===== src/hdl/wsp_pkg.sv =====
package wsp_pkg;

    // Parser phases
    typedef enum logic [2:0] {
        PH_SIG,
        PH_CHDR,
        PH_FMT,
        PH_FMTX,
        PH_SKIP,
        PH_DATA,
        PH_DONE
    } t_phase;

    // Sample count computation at the data chunk header
    typedef enum logic [1:0] {
        CALC_IDLE,
        CALC_DIV,
        CALC_MUL,
        CALC_EMIT
    } t_calc;

    localparam logic [1:0] KIND_HDR    = 2'd0;
    localparam logic [1:0] KIND_SAMPLE = 2'd1;
    localparam logic [1:0] KIND_ERR    = 2'd2;

    localparam logic [2:0] ERR_RIFF    = 3'd0;
    localparam logic [2:0] ERR_WAVE    = 3'd1;
    localparam logic [2:0] ERR_EXT     = 3'd2;
    localparam logic [2:0] ERR_NO_FMT  = 3'd3;
    localparam logic [2:0] ERR_NOT_PCM = 3'd4;
    localparam logic [2:0] ERR_BITS    = 3'd5;
    localparam logic [2:0] ERR_NO_CH   = 3'd6;

    localparam logic [31:0] TAG_RIFF = 32'h5249_4646;
    localparam logic [31:0] TAG_WAVE = 32'h5741_5645;
    localparam logic [31:0] TAG_FMT  = 32'h666D_7420;
    localparam logic [31:0] TAG_DATA = 32'h6461_7461;
    localparam logic [15:0] FMT_PCM  = 16'h0001;
    localparam logic [15:0] FMT_EXT  = 16'hFFFE;
    localparam logic [15:0] EXT_SIZE = 16'd22;
    localparam logic [15:0] BITS_16  = 16'd16;

    // One queued input byte
    typedef struct packed {
        logic       file_start;
        logic [7:0] data_byte;
    } t_item;

    // One result item
    typedef struct packed {
        logic [1:0]         kind;
        logic signed [15:0] sample_value;
        logic [15:0]        channel_index;
        logic [31:0]        sample_rate;
        logic [15:0]        channel_count;
        logic [2:0]         error_code;
        logic               last_sample;
    } t_result;

    // Replace the low or high byte of a 16-bit field
    function automatic logic [15:0] put16(input logic [15:0] v, input logic odd,
                                          input logic [7:0] b);
        logic [15:0] r;
        r = odd ? {b, v[7:0]} : {v[15:8], b};
        return r;
    endfunction

endpackage


===== src/hdl/wsp_fifo.sv =====
module wsp_fifo (
    input  logic             i_clk,
    input  logic             i_rst_n,
    input  logic             i_valid,
    output logic             o_stall,
    input  wsp_pkg::t_item   i_item,
    output logic             o_valid,
    input  logic             i_pop,
    output wsp_pkg::t_item   o_item
);

    wsp_pkg::t_item r_mem [4];
    logic [1:0] r_wr, r_rd;
    logic [2:0] r_cnt;
    logic       push;

    assign o_stall = (r_cnt == 3'd4);
    assign o_valid = (r_cnt != 3'd0);
    assign o_item  = r_mem[r_rd];
    assign push    = i_valid && !o_stall;

    // Storage
    always_ff @(posedge i_clk) begin
        if (push) begin
            r_mem[r_wr] <= i_item;
        end
    end

    // Pointers and fill count
    always_ff @(posedge i_clk) begin
        if (!i_rst_n) begin
            r_wr  <= 2'd0;
            r_rd  <= 2'd0;
            r_cnt <= 3'd0;
        end else begin
            if (push) begin
                r_wr <= r_wr + 2'd1;
            end
            if (i_pop) begin
                r_rd <= r_rd + 2'd1;
            end
            r_cnt <= r_cnt + {2'd0, push} - {2'd0, i_pop};
        end
    end

endmodule


===== src/hdl/wsp_div.sv =====
module wsp_div (
    input  logic        i_clk,
    input  logic        i_rst_n,
    input  logic        i_start,
    input  logic [31:0] i_dividend,
    input  logic [16:0] i_divisor,
    output logic        o_done,
    output logic [31:0] o_quotient
);

    logic [17:0] r_rem;
    logic [31:0] r_quo;
    logic [16:0] r_dvs;
    logic [5:0]  r_cnt;
    logic        r_done;
    logic [17:0] shifted;
    logic        fits;

    // One quotient bit per cycle, restoring
    assign shifted    = {r_rem[16:0], r_quo[31]};
    assign fits       = (shifted >= {1'b0, r_dvs});
    assign o_done     = r_done;
    assign o_quotient = r_quo;

    always_ff @(posedge i_clk) begin
        if (i_start) begin
            r_rem <= 18'd0;
            r_quo <= i_dividend;
            r_dvs <= i_divisor;
        end else if (r_cnt != 6'd0) begin
            r_rem <= fits ? (shifted - {1'b0, r_dvs}) : shifted;
            r_quo <= {r_quo[30:0], fits};
        end
    end

    always_ff @(posedge i_clk) begin
        if (!i_rst_n) begin
            r_cnt  <= 6'd0;
            r_done <= 1'b0;
        end else begin
            r_done <= (r_cnt == 6'd1) && !i_start;
            if (i_start) begin
                r_cnt <= 6'd32;
            end else if (r_cnt != 6'd0) begin
                r_cnt <= r_cnt - 6'd1;
            end
        end
    end

endmodule


===== src/hdl/wsp_parse.sv =====
module wsp_parse (
    input  logic             i_clk,
    input  logic             i_rst_n,
    input  logic             i_valid,
    input  wsp_pkg::t_item   i_item,
    output logic             o_pop,
    output logic             o_valid,
    input  logic             i_stall,
    output wsp_pkg::t_result o_result
);

    wsp_pkg::t_phase  r_phase, n_phase;
    wsp_pkg::t_calc   r_calc, n_calc;
    logic [4:0]       r_pos, n_pos;
    logic [31:0]      r_tag, n_tag;
    logic [31:0]      r_len, n_len;
    logic [32:0]      r_skip, n_skip;
    logic [15:0]      r_afmt, n_afmt;
    logic [15:0]      r_ch, n_ch;
    logic [31:0]      r_rate, n_rate;
    logic [15:0]      r_bits, n_bits;
    logic [15:0]      r_extlen, n_extlen;
    logic [15:0]      r_subfmt, n_subfmt;
    logic             r_seen, n_seen;
    logic [7:0]       r_low, n_low;
    logic [15:0]      r_cur, n_cur;
    logic [31:0]      r_samples, n_samples;
    logic             r_err, n_err;
    logic             r_ov, n_ov;
    wsp_pkg::t_result r_res, n_res;

    logic        out_free;
    logic        div_start;
    logic        div_done;
    logic [31:0] div_quo;
    logic [47:0] product;

    assign out_free = !r_ov || !i_stall;
    assign o_pop    = i_valid && (r_calc == wsp_pkg::CALC_IDLE) && out_free;
    assign o_valid  = r_ov;
    assign o_result = r_res;
    assign product  = div_quo * r_ch;

    // frames = len / (2 * channels)
    wsp_div u_div (
        .i_clk      (i_clk),
        .i_rst_n    (i_rst_n),
        .i_start    (div_start),
        .i_dividend (n_len),
        .i_divisor  ({n_ch, 1'b0}),
        .o_done     (div_done),
        .o_quotient (div_quo)
    );

    // Byte parser and header calculation sequencer
    always_comb begin
        logic [4:0]  p;
        logic [7:0]  b;
        logic [15:0] f;
        logic [32:0] amt;
        n_phase   = r_phase;
        n_calc    = r_calc;
        n_pos     = r_pos;
        n_tag     = r_tag;
        n_len     = r_len;
        n_skip    = r_skip;
        n_afmt    = r_afmt;
        n_ch      = r_ch;
        n_rate    = r_rate;
        n_bits    = r_bits;
        n_extlen  = r_extlen;
        n_subfmt  = r_subfmt;
        n_seen    = r_seen;
        n_low     = r_low;
        n_cur     = r_cur;
        n_samples = r_samples;
        n_err     = r_err;
        n_ov      = r_ov && i_stall;
        n_res     = r_res;
        div_start = 1'b0;
        b         = i_item.data_byte;
        p         = 5'd0;
        f         = 16'd0;
        amt       = 33'd0;

        case (r_calc)
            wsp_pkg::CALC_DIV: begin
                if (div_done) begin
                    n_calc = wsp_pkg::CALC_MUL;
                end
            end
            wsp_pkg::CALC_MUL: begin
                n_samples = product[31:0];
                n_calc    = wsp_pkg::CALC_EMIT;
            end
            wsp_pkg::CALC_EMIT: begin
                if (out_free) begin
                    n_calc  = wsp_pkg::CALC_IDLE;
                    n_cur   = 16'd0;
                    n_pos   = 5'd0;
                    n_phase = (r_samples != 32'd0) ? wsp_pkg::PH_DATA : wsp_pkg::PH_DONE;
                    n_ov    = 1'b1;
                    n_res   = '0;
                    n_res.kind          = wsp_pkg::KIND_HDR;
                    n_res.sample_rate   = r_rate;
                    n_res.channel_count = r_ch;
                    n_res.last_sample   = (r_samples == 32'd0);
                end
            end
            default: begin
            end
        endcase

        if (o_pop) begin
            // File start clears the parser before this byte is handled
            if (i_item.file_start) begin
                n_phase   = wsp_pkg::PH_SIG;
                n_pos     = 5'd0;
                n_tag     = 32'd0;
                n_len     = 32'd0;
                n_skip    = 33'd0;
                n_afmt    = 16'd0;
                n_ch      = 16'd0;
                n_rate    = 32'd0;
                n_bits    = 16'd0;
                n_extlen  = 16'd0;
                n_subfmt  = 16'd0;
                n_seen    = 1'b0;
                n_low     = 8'd0;
                n_cur     = 16'd0;
                n_samples = 32'd0;
                n_err     = 1'b0;
            end
            p = n_pos;
            if (!n_err) begin
                n_res = '0;
                case (n_phase)
                    wsp_pkg::PH_SIG: begin
                        n_pos = p + 5'd1;
                        if (p < 5'd4 || (p >= 5'd8 && p < 5'd12)) begin
                            n_tag = {n_tag[23:0], b};
                        end
                        if (p == 5'd3 && n_tag != wsp_pkg::TAG_RIFF) begin
                            n_err = 1'b1;
                            n_ov  = 1'b1;
                            n_res.kind       = wsp_pkg::KIND_ERR;
                            n_res.error_code = wsp_pkg::ERR_RIFF;
                        end else if (p == 5'd11) begin
                            if (n_tag != wsp_pkg::TAG_WAVE) begin
                                n_err = 1'b1;
                                n_ov  = 1'b1;
                                n_res.kind       = wsp_pkg::KIND_ERR;
                                n_res.error_code = wsp_pkg::ERR_WAVE;
                            end else begin
                                n_phase = wsp_pkg::PH_CHDR;
                                n_pos   = 5'd0;
                            end
                        end
                    end
                    wsp_pkg::PH_CHDR: begin
                        n_pos = p + 5'd1;
                        if (p < 5'd4) begin
                            n_tag = {n_tag[23:0], b};
                        end else begin
                            if (p == 5'd4) begin
                                n_len = 32'd0;
                            end
                            n_len[p[1:0]*8 +: 8] = n_len[p[1:0]*8 +: 8] | b;
                        end
                        if (p >= 5'd7) begin
                            n_pos = 5'd0;
                            f = n_afmt;
                            if (n_afmt == wsp_pkg::FMT_EXT && n_subfmt == wsp_pkg::FMT_PCM) begin
                                f = wsp_pkg::FMT_PCM;
                            end
                            if (n_tag == wsp_pkg::TAG_FMT) begin
                                n_phase = wsp_pkg::PH_FMT;
                            end else if (n_tag == wsp_pkg::TAG_DATA) begin
                                n_res.kind = wsp_pkg::KIND_ERR;
                                if (!n_seen) begin
                                    n_err = 1'b1;
                                    n_res.error_code = wsp_pkg::ERR_NO_FMT;
                                end else if (f != wsp_pkg::FMT_PCM) begin
                                    n_err = 1'b1;
                                    n_res.error_code = wsp_pkg::ERR_NOT_PCM;
                                end else if (n_ch == 16'd0) begin
                                    n_err = 1'b1;
                                    n_res.error_code = wsp_pkg::ERR_NO_CH;
                                end else if (n_bits != wsp_pkg::BITS_16) begin
                                    n_err = 1'b1;
                                    n_res.error_code = wsp_pkg::ERR_BITS;
                                end else begin
                                    div_start = 1'b1;
                                    n_calc    = wsp_pkg::CALC_DIV;
                                end
                                n_ov = n_err;
                            end else begin
                                amt     = {1'b0, n_len} + {32'd0, n_len[0]};
                                n_skip  = amt;
                                n_phase = (amt != 33'd0) ? wsp_pkg::PH_SKIP : wsp_pkg::PH_CHDR;
                            end
                        end
                    end
                    wsp_pkg::PH_FMT: begin
                        n_pos = p + 5'd1;
                        if (p < 5'd2) begin
                            n_afmt = wsp_pkg::put16(n_afmt, p[0], b);
                        end else if (p < 5'd4) begin
                            n_ch = wsp_pkg::put16(n_ch, p[0], b);
                        end else if (p < 5'd8) begin
                            n_rate[p[1:0]*8 +: 8] = b;
                        end else if (p >= 5'd14) begin
                            n_bits = wsp_pkg::put16(n_bits, p[0], b);
                        end
                        if (p >= 5'd15) begin
                            n_seen = 1'b1;
                            n_pos  = 5'd0;
                            if (n_afmt == wsp_pkg::FMT_EXT) begin
                                n_phase = wsp_pkg::PH_FMTX;
                            end else begin
                                amt = (n_len > 32'd16) ? {1'b0, n_len - 32'd16} : 33'd0;
                                amt = amt + {32'd0, n_len[0]};
                                n_skip  = amt;
                                n_phase = (amt != 33'd0) ? wsp_pkg::PH_SKIP : wsp_pkg::PH_CHDR;
                            end
                        end
                    end
                    wsp_pkg::PH_FMTX: begin
                        n_pos = p + 5'd1;
                        if (p < 5'd2) begin
                            n_extlen = wsp_pkg::put16(n_extlen, p[0], b);
                        end else if (p == 5'd8 || p == 5'd9) begin
                            n_subfmt = wsp_pkg::put16(n_subfmt, p[0], b);
                        end
                        if (p >= 5'd23) begin
                            if (n_extlen != wsp_pkg::EXT_SIZE) begin
                                n_err = 1'b1;
                                n_ov  = 1'b1;
                                n_res.kind       = wsp_pkg::KIND_ERR;
                                n_res.error_code = wsp_pkg::ERR_EXT;
                            end else begin
                                n_pos = 5'd0;
                                amt = (n_len > 32'd40) ? {1'b0, n_len - 32'd40} : 33'd0;
                                amt = amt + {32'd0, n_len[0]};
                                n_skip  = amt;
                                n_phase = (amt != 33'd0) ? wsp_pkg::PH_SKIP : wsp_pkg::PH_CHDR;
                            end
                        end
                    end
                    wsp_pkg::PH_SKIP: begin
                        if (n_skip != 33'd0) begin
                            n_skip = n_skip - 33'd1;
                        end
                        if (n_skip == 33'd0) begin
                            n_phase = wsp_pkg::PH_CHDR;
                            n_pos   = 5'd0;
                        end
                    end
                    wsp_pkg::PH_DATA: begin
                        n_pos = {4'd0, ~p[0]};
                        if (!p[0]) begin
                            n_low = b;
                        end else begin
                            n_cur = n_cur + 16'd1;
                            if (n_cur >= n_ch) begin
                                n_cur = 16'd0;
                            end
                            if (n_samples != 32'd0) begin
                                n_samples = n_samples - 32'd1;
                            end
                            if (n_samples == 32'd0) begin
                                n_phase = wsp_pkg::PH_DONE;
                            end
                            n_ov = 1'b1;
                            n_res.kind          = wsp_pkg::KIND_SAMPLE;
                            n_res.sample_value  = {b, n_low};
                            n_res.channel_index = r_cur;
                            n_res.last_sample   = (n_samples == 32'd0);
                        end
                    end
                    default: begin
                    end
                endcase
            end
        end
    end

    // Control state
    always_ff @(posedge i_clk) begin
        if (!i_rst_n) begin
            r_phase   <= wsp_pkg::PH_SIG;
            r_calc    <= wsp_pkg::CALC_IDLE;
            r_pos     <= 5'd0;
            r_tag     <= 32'd0;
            r_len     <= 32'd0;
            r_skip    <= 33'd0;
            r_afmt    <= 16'd0;
            r_ch      <= 16'd0;
            r_rate    <= 32'd0;
            r_bits    <= 16'd0;
            r_extlen  <= 16'd0;
            r_subfmt  <= 16'd0;
            r_seen    <= 1'b0;
            r_low     <= 8'd0;
            r_cur     <= 16'd0;
            r_samples <= 32'd0;
            r_err     <= 1'b0;
            r_ov      <= 1'b0;
        end else begin
            r_phase   <= n_phase;
            r_calc    <= n_calc;
            r_pos     <= n_pos;
            r_tag     <= n_tag;
            r_len     <= n_len;
            r_skip    <= n_skip;
            r_afmt    <= n_afmt;
            r_ch      <= n_ch;
            r_rate    <= n_rate;
            r_bits    <= n_bits;
            r_extlen  <= n_extlen;
            r_subfmt  <= n_subfmt;
            r_seen    <= n_seen;
            r_low     <= n_low;
            r_cur     <= n_cur;
            r_samples <= n_samples;
            r_err     <= n_err;
            r_ov      <= n_ov;
        end
    end

    // Result register
    always_ff @(posedge i_clk) begin
        r_res <= n_res;
    end

    a_no_pop_in_calc: assert property (@(posedge i_clk) disable iff (!i_rst_n)
        r_calc != wsp_pkg::CALC_IDLE |-> !o_pop)
        else $error("byte taken during header calculation");

    a_div_done_in_div: assert property (@(posedge i_clk) disable iff (!i_rst_n)
        div_done |-> r_calc == wsp_pkg::CALC_DIV)
        else $error("divider finished outside division step");

    a_data_has_samples: assert property (@(posedge i_clk) disable iff (!i_rst_n)
        r_phase == wsp_pkg::PH_DATA |-> r_samples != 32'd0 && r_cur < r_ch)
        else $error("data phase with no samples left or bad channel");

    a_err_quiet: assert property (@(posedge i_clk) disable iff (!i_rst_n)
        r_err && !(o_pop && i_item.file_start) |=> !(r_ov && !$past(r_ov))
                                                    || $past(r_calc) == wsp_pkg::CALC_EMIT)
        else $error("result raised while error latched");

endmodule


===== src/hdl/wav_stream_parser.sv =====
// WAV byte stream parser for 16-bit PCM.
// Input channel: one file byte per transfer on i_data_byte, with i_file_start
// set on the first byte of a file (restarts the parser). Accepted when
// i_valid is high and o_stall is low; a four-entry queue takes bytes while
// the parser or the result side is busy.
// Output channel: one result per transfer when o_valid is high and i_stall
// is low: a header (rate, channel count), then the samples in interleaved
// order with channel tags and a last flag, or one error code. After an error
// no results come until the next file start.
// Path: a byte is written into the queue on acceptance and taken by the
// parser from the queue head; its result is registered in the output
// register. The header result follows the division, multiply and emit steps.
// Throughput: one byte per cycle while the output is not stalled, except at
// the data chunk header, where the sample count is computed by a bit-serial
// divider and a multiply, holding the parser; the queue then fills and
// o_stall rises.
// Reset: synchronous, active low; clears the queue, the parser and the
// output valid. A stalled result holds, and the parser takes no byte while
// the output register is full and stalled.
module wav_stream_parser (
    input  logic               i_clk,
    input  logic               i_rst_n,
    input  logic               i_valid,
    output logic               o_stall,
    input  logic [7:0]         i_data_byte,
    input  logic               i_file_start,
    output logic               o_valid,
    input  logic               i_stall,
    output logic [1:0]         o_kind,
    output logic signed [15:0] o_sample_value,
    output logic [15:0]        o_channel_index,
    output logic [31:0]        o_sample_rate,
    output logic [15:0]        o_channel_count,
    output logic [2:0]         o_error_code,
    output logic               o_last_sample
);

    wsp_pkg::t_item   in_item, q_item;
    wsp_pkg::t_result res;
    logic             q_valid, q_pop;

    assign in_item.data_byte  = i_data_byte;
    assign in_item.file_start = i_file_start;

    // Front: byte queue
    wsp_fifo u_fifo (
        .i_clk   (i_clk),
        .i_rst_n (i_rst_n),
        .i_valid (i_valid),
        .o_stall (o_stall),
        .i_item  (in_item),
        .o_valid (q_valid),
        .i_pop   (q_pop),
        .o_item  (q_item)
    );

    // Back: parser and result register
    wsp_parse u_parse (
        .i_clk    (i_clk),
        .i_rst_n  (i_rst_n),
        .i_valid  (q_valid),
        .i_item   (q_item),
        .o_pop    (q_pop),
        .o_valid  (o_valid),
        .i_stall  (i_stall),
        .o_result (res)
    );

    assign o_kind          = res.kind;
    assign o_sample_value  = res.sample_value;
    assign o_channel_index = res.channel_index;
    assign o_sample_rate   = res.sample_rate;
    assign o_channel_count = res.channel_count;
    assign o_error_code    = res.error_code;
    assign o_last_sample   = res.last_sample;

endmodule

===== config.mk =====
export PLATFORM = sky130hd
export DESIGN_NAME = wav_stream_parser
export DESIGN_NICKNAME = d
export VERILOG_FILES = /design/src/hdl/wsp_pkg.sv /design/src/hdl/wsp_fifo.sv /design/src/hdl/wsp_div.sv /design/src/hdl/wsp_parse.sv /design/src/hdl/wav_stream_parser.sv
export SDC_FILE = /design/constraint.sdc
export NUM_CORES = 2
export LEC_CHECK = 0
export BUFFER_PORTS_ARGS = -buffer_cell sky130_fd_sc_hd__buf_2
export CAP_MARGIN = 5
export CORE_ASPECT_RATIO = 1.4
export CORE_MARGIN = 1
export CORE_UTILIZATION = 65
export DETAILED_ROUTE_END_ITERATION = 10
export HOLD_SLACK_MARGIN = 0.06
export PLACE_DENSITY_LB_ADDON = 0.25
export SYNTH_ARGS = -nofsm -noshare
export SYNTH_HDL_FRONTEND = slang
export SYNTH_SLANG_ARGS = --single-unit

===== constraint.sdc =====
create_clock -name i_clk -period 10.6 [get_ports i_clk]
set_input_delay 3.18 -clock i_clk [delete_from_list [all_inputs] [get_ports i_clk]]
set_output_delay 3.18 -clock i_clk [all_outputs]
set_load 0.1 [all_outputs]

# Yosys cells after proc, flatten, opt, wreduce, memory -nomap -nowiden
# Memory sizes are Yosys's and may differ from the RTL's. A register that Yosys moved wholly into a read port is not among the register bits.
# Index checks and enable logic that the tools add are counted.
[totals]
ff_bits = 443
memories = 1
output_inout_bits = 88
word_cells = 386
in_bits = 13
ramBits = 36
[op_classes]
bitwise_logic = 3
order_cmp = 13
n_addsub = 16
eq_ne = 25
n_reduce_logical = 31
shift = 4
n_mux = 258
multipliers = 1
[mem_list]
columns = ["name", "depth", "width", "rd", "rd_clocked_by_memory_dff", "wr", "line", "text"]
rows = [
  ["u_fifo.r_mem", 4, 9, 1, 1, 1, "wsp_fifo.sv:12", "wsp_pkg::t_item r_mem [4];"],
]
[ops]
columns = ["op", "count"]
rows = [
  ["32-bit two-way mux", 48],
  ["16-bit two-way mux", 55],
  ["33-bit two-way mux", 15],
  ["86-bit two-way mux", 4],
  ["33-bit case mux with 4 select lines", 1],
  ["33-bit nonzero test", 4],
  ["3-bit two-way mux", 32],
  ["5-bit two-way mux", 14],
  ["8-bit by 34-bit variable part select with 32-bit output", 2],
  ["33-bit by 1-bit adder with 33-bit output", 2],
  ["32-bit bitwise mux", 2],
  ["32-bit by 31-bit == test with 1-bit output (second input constant)", 2],
  ["32-bit zero test", 2],
  ["32-bit by 31-bit != test with 1-bit output (second input constant)", 2],
  ["32-bit case mux with 2 select lines", 1],
  ["32-bit nonzero test", 2],
  ["1-bit two-way mux", 48],
  ["2-bit two-way mux", 24],
  ["5-bit negator with 34-bit output", 1],
  ["8-bit by 34-bit variable shift with 32-bit output (first input constant)", 1],
  ["32-bit by 1-bit adder with 33-bit output", 1],
  ["33-bit zero test", 1],
  ["33-bit by 1-bit subtractor with 33-bit output (second input constant)", 1],
  ["16-bit == test (second input constant)", 2],
  ["other kinds (56)", 84],
]

# Depth between registers and ports, before layout
[logic_depth]
ltp_word = 29
depth_mapped = 32
mapped_depth_nobuf = 27

# By module
# From an unflattened synthesis, not the netlist that was laid out.
[hier_totals]
hier_cells = 5389
area_unflattened_um2 = 43222.7
[by_module_without_submodules]
columns = ["mod", "area_each_um2", "cells_each", "instances"]
rows = [
  ["wsp_parse", 37529.7, 4953, 1],
  ["wsp_div", 3907.5, 342, 1],
  ["wsp_fifo", 1785.5, 94, 1],
]

# Least setup slack after synthesis
# No wires, ideal clock.
[synth_path]
path_type = "in2reg"
from = "input i_stall"
to = "register u_parse.u_div.r_quo[0], in the netlist u_parse.u_div.o_quotient[0], enable pin"
stages = 16
slack_ns = 2.013
path_buffers = 3
required_ns = 10.213
arrival_time_ns = 8.200
setup_ns = 0.387
cell_sequence = "a21boi_1 > buf_2 > a21oi_1 > nand2_1 > clkbuf_1 > inv_1 > buf_4 > ha_1 > o21ai_0 > nand2_1 > nand2_1 > nor2_1 > nand3_1 > nor4_1 > nor2_1 > inv_1"
[synth_via]
elab_chain_cells = 19
[synth_rtl]
columns = ["element", "line", "text"]
rows = [
  ["start, declared", "wav_stream_parser.sv:28", "input logic i_stall,"],
  ["1-bit zero test *", "wsp_parse.sv:38", "assign out_free = !r_ov || !i_stall;"],
  ["1-bit logical OR *", "wsp_parse.sv:38", ""],
  ["5-bit two-way mux", "wsp_parse.sv:97", "if (out_free) begin"],
  ["5-bit two-way mux", "wsp_parse.sv:86", "case (r_calc)"],
  ["5-bit two-way mux", "wsp_parse.sv:116", "if (i_item.file_start) begin"],
  ["5-bit two-way mux", "wsp_parse.sv:114", "if (o_pop) begin"],
  ["5-bit by 3-bit less-than comparator with 1-bit output", "wsp_parse.sv:162", "if (p < 5'd4) begin"],
  ["32-bit two-way mux", "wsp_parse.sv:162", ""],
  ["[4 not listed]", "n/a", ""],
  ["1-bit two-way mux", "wsp_parse.sv:178", "end else if (n_tag == wsp_pkg::TAG_DATA) begin"],
  ["1-bit two-way mux", "wsp_parse.sv:176", "if (n_tag == wsp_pkg::TAG_FMT) begin"],
  ["1-bit two-way mux", "wsp_parse.sv:170", "if (p >= 5'd7) begin"],
  ["1-bit two-way mux", "wsp_parse.sv:137", "case (n_phase)"],
  ["1-bit two-way mux", "wsp_parse.sv:135", "if (!n_err) begin"],
  ["1-bit two-way mux *", "wsp_parse.sv:114", ""],
  ["via u_parse.div_start", "wsp_parse.sv:33", "logic div_start;"],
  ["2-bit nonzero test (no source line) *", "n/a", ""],
  ["end signal, assigned", "wsp_div.sv:28", "r_quo <= i_dividend;"],
  ["end signal, assigned", "wsp_div.sv:32", "r_quo <= {r_quo[30:0], fits};"],
  ["end, declared", "wsp_div.sv:12", "logic [31:0] r_quo;"],
]
# The timed path passes the listed nets; every way through them passes the cells marked *. The select of a mux whose other input is x is not followed.
# A chain may end at the register's enable or synchronous reset.

# Worst setup path in the final report
[layout_path]
from = "register u_parse.u_div.r_quo[7], in the netlist u_parse.u_div.o_quotient[7]"
to = "register u_parse.r_phase[0]"
[layout_via]
elab_chain_cells = 16
[layout_rtl]
columns = ["element", "line", "text"]
rows = [
  ["32-bit by 16-bit multiplier with 32-bit output *", "wsp_parse.sv:42", "assign product = div_quo * r_ch;"],
  ["32-bit two-way mux *", "wsp_parse.sv:86", ""],
  ["32-bit two-way mux *", "wsp_parse.sv:116", ""],
  ["32-bit two-way mux *", "wsp_parse.sv:114", ""],
  ["32-bit by 1-bit subtractor with 32-bit output / 32-bit nonzero test (equally long branches)", "wsp_parse.sv:269, wsp_parse.sv:268", ""],
  ["32-bit two-way mux *", "wsp_parse.sv:268", "if (n_samples != 32'd0) begin"],
  ["32-bit two-way mux *", "wsp_parse.sv:261", "if (!p[0]) begin"],
  ["32-bit two-way mux *", "wsp_parse.sv:137", ""],
  ["32-bit two-way mux *", "wsp_parse.sv:135", ""],
  ["32-bit two-way mux *", "wsp_parse.sv:114", ""],
  ["32-bit zero test *", "wsp_parse.sv:271", "if (n_samples == 32'd0) begin"],
  ["3-bit two-way mux *", "wsp_parse.sv:271", ""],
  ["3-bit two-way mux *", "wsp_parse.sv:261", ""],
  ["3-bit case mux with 6 select lines *", "wsp_parse.sv:137", ""],
  ["3-bit two-way mux *", "wsp_parse.sv:135", ""],
  ["3-bit two-way mux *", "wsp_parse.sv:114", ""],
  ["end signal, assigned", "wsp_parse.sv:291", "r_phase <= wsp_pkg::PH_SIG;"],
  ["end signal, assigned", "wsp_parse.sv:310", "r_phase <= n_phase;"],
  ["end, declared", "wsp_parse.sv:12", "wsp_pkg::t_phase r_phase, n_phase;"],
]
# Mark *: on every way between the ends. The rest lies on a longest branch, timed or not. The select of a mux whose other input is x is not followed.

==> impl_results.md <==
- Share of cells above drive strength 1: about 7.6%
- Setup Skew: 0.0397 ns
- Synth Flop Type: dfxtp_1
- Hold buffer count at cts: 0
- GPL Wtd Cong: 1.09
- Crit-path max cell delay: 1.31 ns
- FMAX: 0.103 GHz
- Vias in the first global route: 41800
- Row cnt: 111
- RSZ-0062 raised after global routing: no
- Setup Total Neg Slack: 0 ns
- Post-synth top cells: nand2_1 (779), nor2_1 (560), dfxtp_1 (397)
- VDD IR max: between 0.3 and 0.4 mV
- Antenna viol nets, final: 0
- Final cycle utilization of the critical path: 91.3%
- CTS tree: done
- Worst skew pair latency: 0.64 ns
- Area share of the largest cell type after synthesis: 18.3%
- Synthesis Warnings: 0
- WL/cell: 25.9 um
- Grt ovf: 0
- Post-synthesis async set-or-reset flop share: 0%
- First-iteration detailed-routing DRC count: roughly 4800
- Die width: 220 um
- Synth unique cells: ~120
- Largest net degree at the start of global routing: between 100 and 150
- Synth Cell Area: 0.0434 mm^2
- EDFF count, synth: 84
- Failing checks: DRC
- Vias per inst: 6.98
- Setup bufs post-CTS: 0
- Tot GR Track Use: 46.9%
- IO buf count: 100
- Most common cell in the netlist: nand2_1
- DRC: 4
- Worst path arrival time: between 10 and 15 ns
- Sequential share of the synthesized area: 24.1%
- CP dominant cell by count: fa_1
- DRT Wirelength: 162000 um
- Die area: between 0.06 and 0.07 mm^2
- P&R area growth vs syn: 5.58%
- DP HPWL: ~120000 um
- Worst Tran Pin Value: 1.43 ns
- First-pass GRT wire length: around 240000 um
- Initial antenna violation count: 9
- Sink Count: roughly 480
- Initial Util: 66.0%
- Syn_nets: 5909
- Final setup fails: 0
- Via count: 43500
- Root Driver: clkbuf_16
- Crit-path slowest cell: edfxtp_1
- Critical Path RT: 11.11 ns
- Post-synth top area cell: dfxtp_1
- Worst-path maximum fanout: 21
- FF+latch count, synth: 481
- CTS max path bufs: 3
- Status: complete, but fails checks
- IO Pins: a little over 100
- Tmin final: ~9.7 ns
- Placeable Area: 0.0658 mm^2
- Max-cap viol count: 0
- Syn Area/Cell: a little under 8 um^2
- Non-Filler Instances: 6230
- PwrDens: around 200 mW/mm^2
- Top post-synthesis cells by area: dfxtp_1 (18%), fa_1 (14%), nand2_1 (6.7%)
- Final net count: between 5000 and 6000
- Critical path class: reg -> reg
- Die Ht: 308 um
- Clk pin slew, worst setup/hold paths: about 0.07 ns
- Iteration count of the initial detailed-routing pass: 10
- Slew Viols, Final: 0
- Fin. Hold Viols: 0
- Leakage: 16.7 nW
- Layout fillers: 5297
- H-tree levels: 2
- Worst-path cell chain: nand2_1 > fa_1 > fa_1 > fa_1 > fa_1 > fa_1 > fa_1 > inv_1 > ha_1 > a211oi_1 > o21ai_0 > nand2_1 > o211ai_1 > nor3_1 > o21ba_2 > o31ai_1 > o41ai_2 > nand3_2 > buf_4 > o2bb2ai_1 > a21oi_1 > nor4_1 > a31oi_1 > o41a_1
- Crit end category: flop
- Clock buffer count from CTS: 47
- Worst Hold Class: reg -> reg
- Worst Setup Start Kind: flop
- Gate Count Post-Synth: 5466
- Worst slew margin: 4.75%
- Post-Place Cells: slightly above 6000
- # resized after CTS: 0
## logic make-up after synthesis
group | synth area share, %
buffers and inverters | 6.19
AND/OR/NAND/NOR | 26.1
AO/OA/AOI/OAI | 20.5
XOR/XNOR | 3.34
multiplexers | 2.04
flip-flops | 24.1
adder cells (fa/ha/maj) | 17.7
## layout by cell type (no fill, tap or decap), types with 47 or more instances in the layout
master	count
buf_2	101
nor4_1	86
and2_1	244
mux2i_1	56
a21oi_1	291
a22o_1	59
xor2_1	60
o21ai_0	242
clkbuf_16	47
buf_4	90
ha_1	124
edfxtp_1	84
dfxtp_1	396
nand2_1	778
fa_1	306
xnor2_1	103
nor2_1	556
nand4_1	75
inv_1	302
nand3_1	145
a22oi_1	173
nor3_1	140
## per-layer routing
layer / routed length (um) / GRT usage, %
met5: 41 / 0
met4: 16300 / 39.8
met3: 17000 / 12.0
met2: 73700 / 74.9
met1: 54700 / 51.8
## worst max-delay path, delay by kind of cell, from the launching register on
| kind | cells | cell delay, ns |
|---|---|---|
| simple gates | 5 | 1.53 |
| compound gates | 10 | 2.86 |
| flops | 1 | 1.31 |
| fa+ha+maj | 7 | 3.53 |
| buf+inv | 2 | 0.31 |
## registers in the layout, indices dropped and copies added, names as in the netlist, 17 cells and up, named ones only
signal,count
u_parse.r_samples,32
u_parse.r_tag,32
u_parse.r_skip,33
u_parse.r_rate,32
u_parse.r_len,32
u_parse.u_div.r_rem,17
u_parse.o_result,86
u_fifo.r_mem,36
u_parse.u_div.o_quotient,32
## final timing paths
| path | slack (ns) | from | endpoint | cells after the start |
|---|---|---|---|---|
| setup reg to reg | 0.92 | u_parse.u_div.o_quotient[7]$_DFFE_PP_ | u_parse.r_phase[0]$_SDFF_PN0_ | 24 |
| setup / recovery | 0.92 | u_parse.u_div.o_quotient[7]$_DFFE_PP_ | u_parse.r_phase[0]$_SDFF_PN0_ | 24 |
| hold / removal | 0.44 | u_parse.o_result[3]$_DFF_P_ | u_parse.o_result[3]$_DFF_P_ | 2 |
| hold reg to reg | 0.44 | u_parse.o_result[3]$_DFF_P_ | u_parse.o_result[3]$_DFF_P_ | 2 |
## metrics by stage
stage                     instance area (um^2)  util [%]  power (W)  hold WS, ns  worst slack [ns]
final                                    45800      69.6    0.00929        0.440             0.917
after floorplan                          43400         -    0.00561        0.432              2.01
after detailed placement                 44200      67.2    0.00721        0.434              1.32
after global placement                   44200      67.2    0.00717        0.425              1.39
after CTS                                45800      69.6    0.00898        0.446              1.27
after global routing                     45800      69.6    0.00960        0.471             0.578
## report_power, final
part           switching (W)  total, W  internal [W]
Clock               0.000805   0.00178      0.000972
Combinational        0.00342   0.00475       0.00132
Sequential          0.000630   0.00277       0.00214
## final cells by class
| class | instances | area, um^2 | area share [%] |
|---|---|---|---|
| clock buffers | 63 | 1290 | 2.81 |
| multi-input cells | 4315 | 30400 | 66.2 |
| inverters | 305 | 1150 | 2.51 |
| well taps | 847 | 1060 | 2.31 |
| repair buffers | 192 | 1200 | 2.62 |
| diodes | 2 | 5.00 | 0.0109 |
| flip-flops and latches | 481 | 10500 | 22.8 |
| clock inverters | 25 | 317 | 0.690 |
Note: power is estimated with default switching activity, not from simulation.
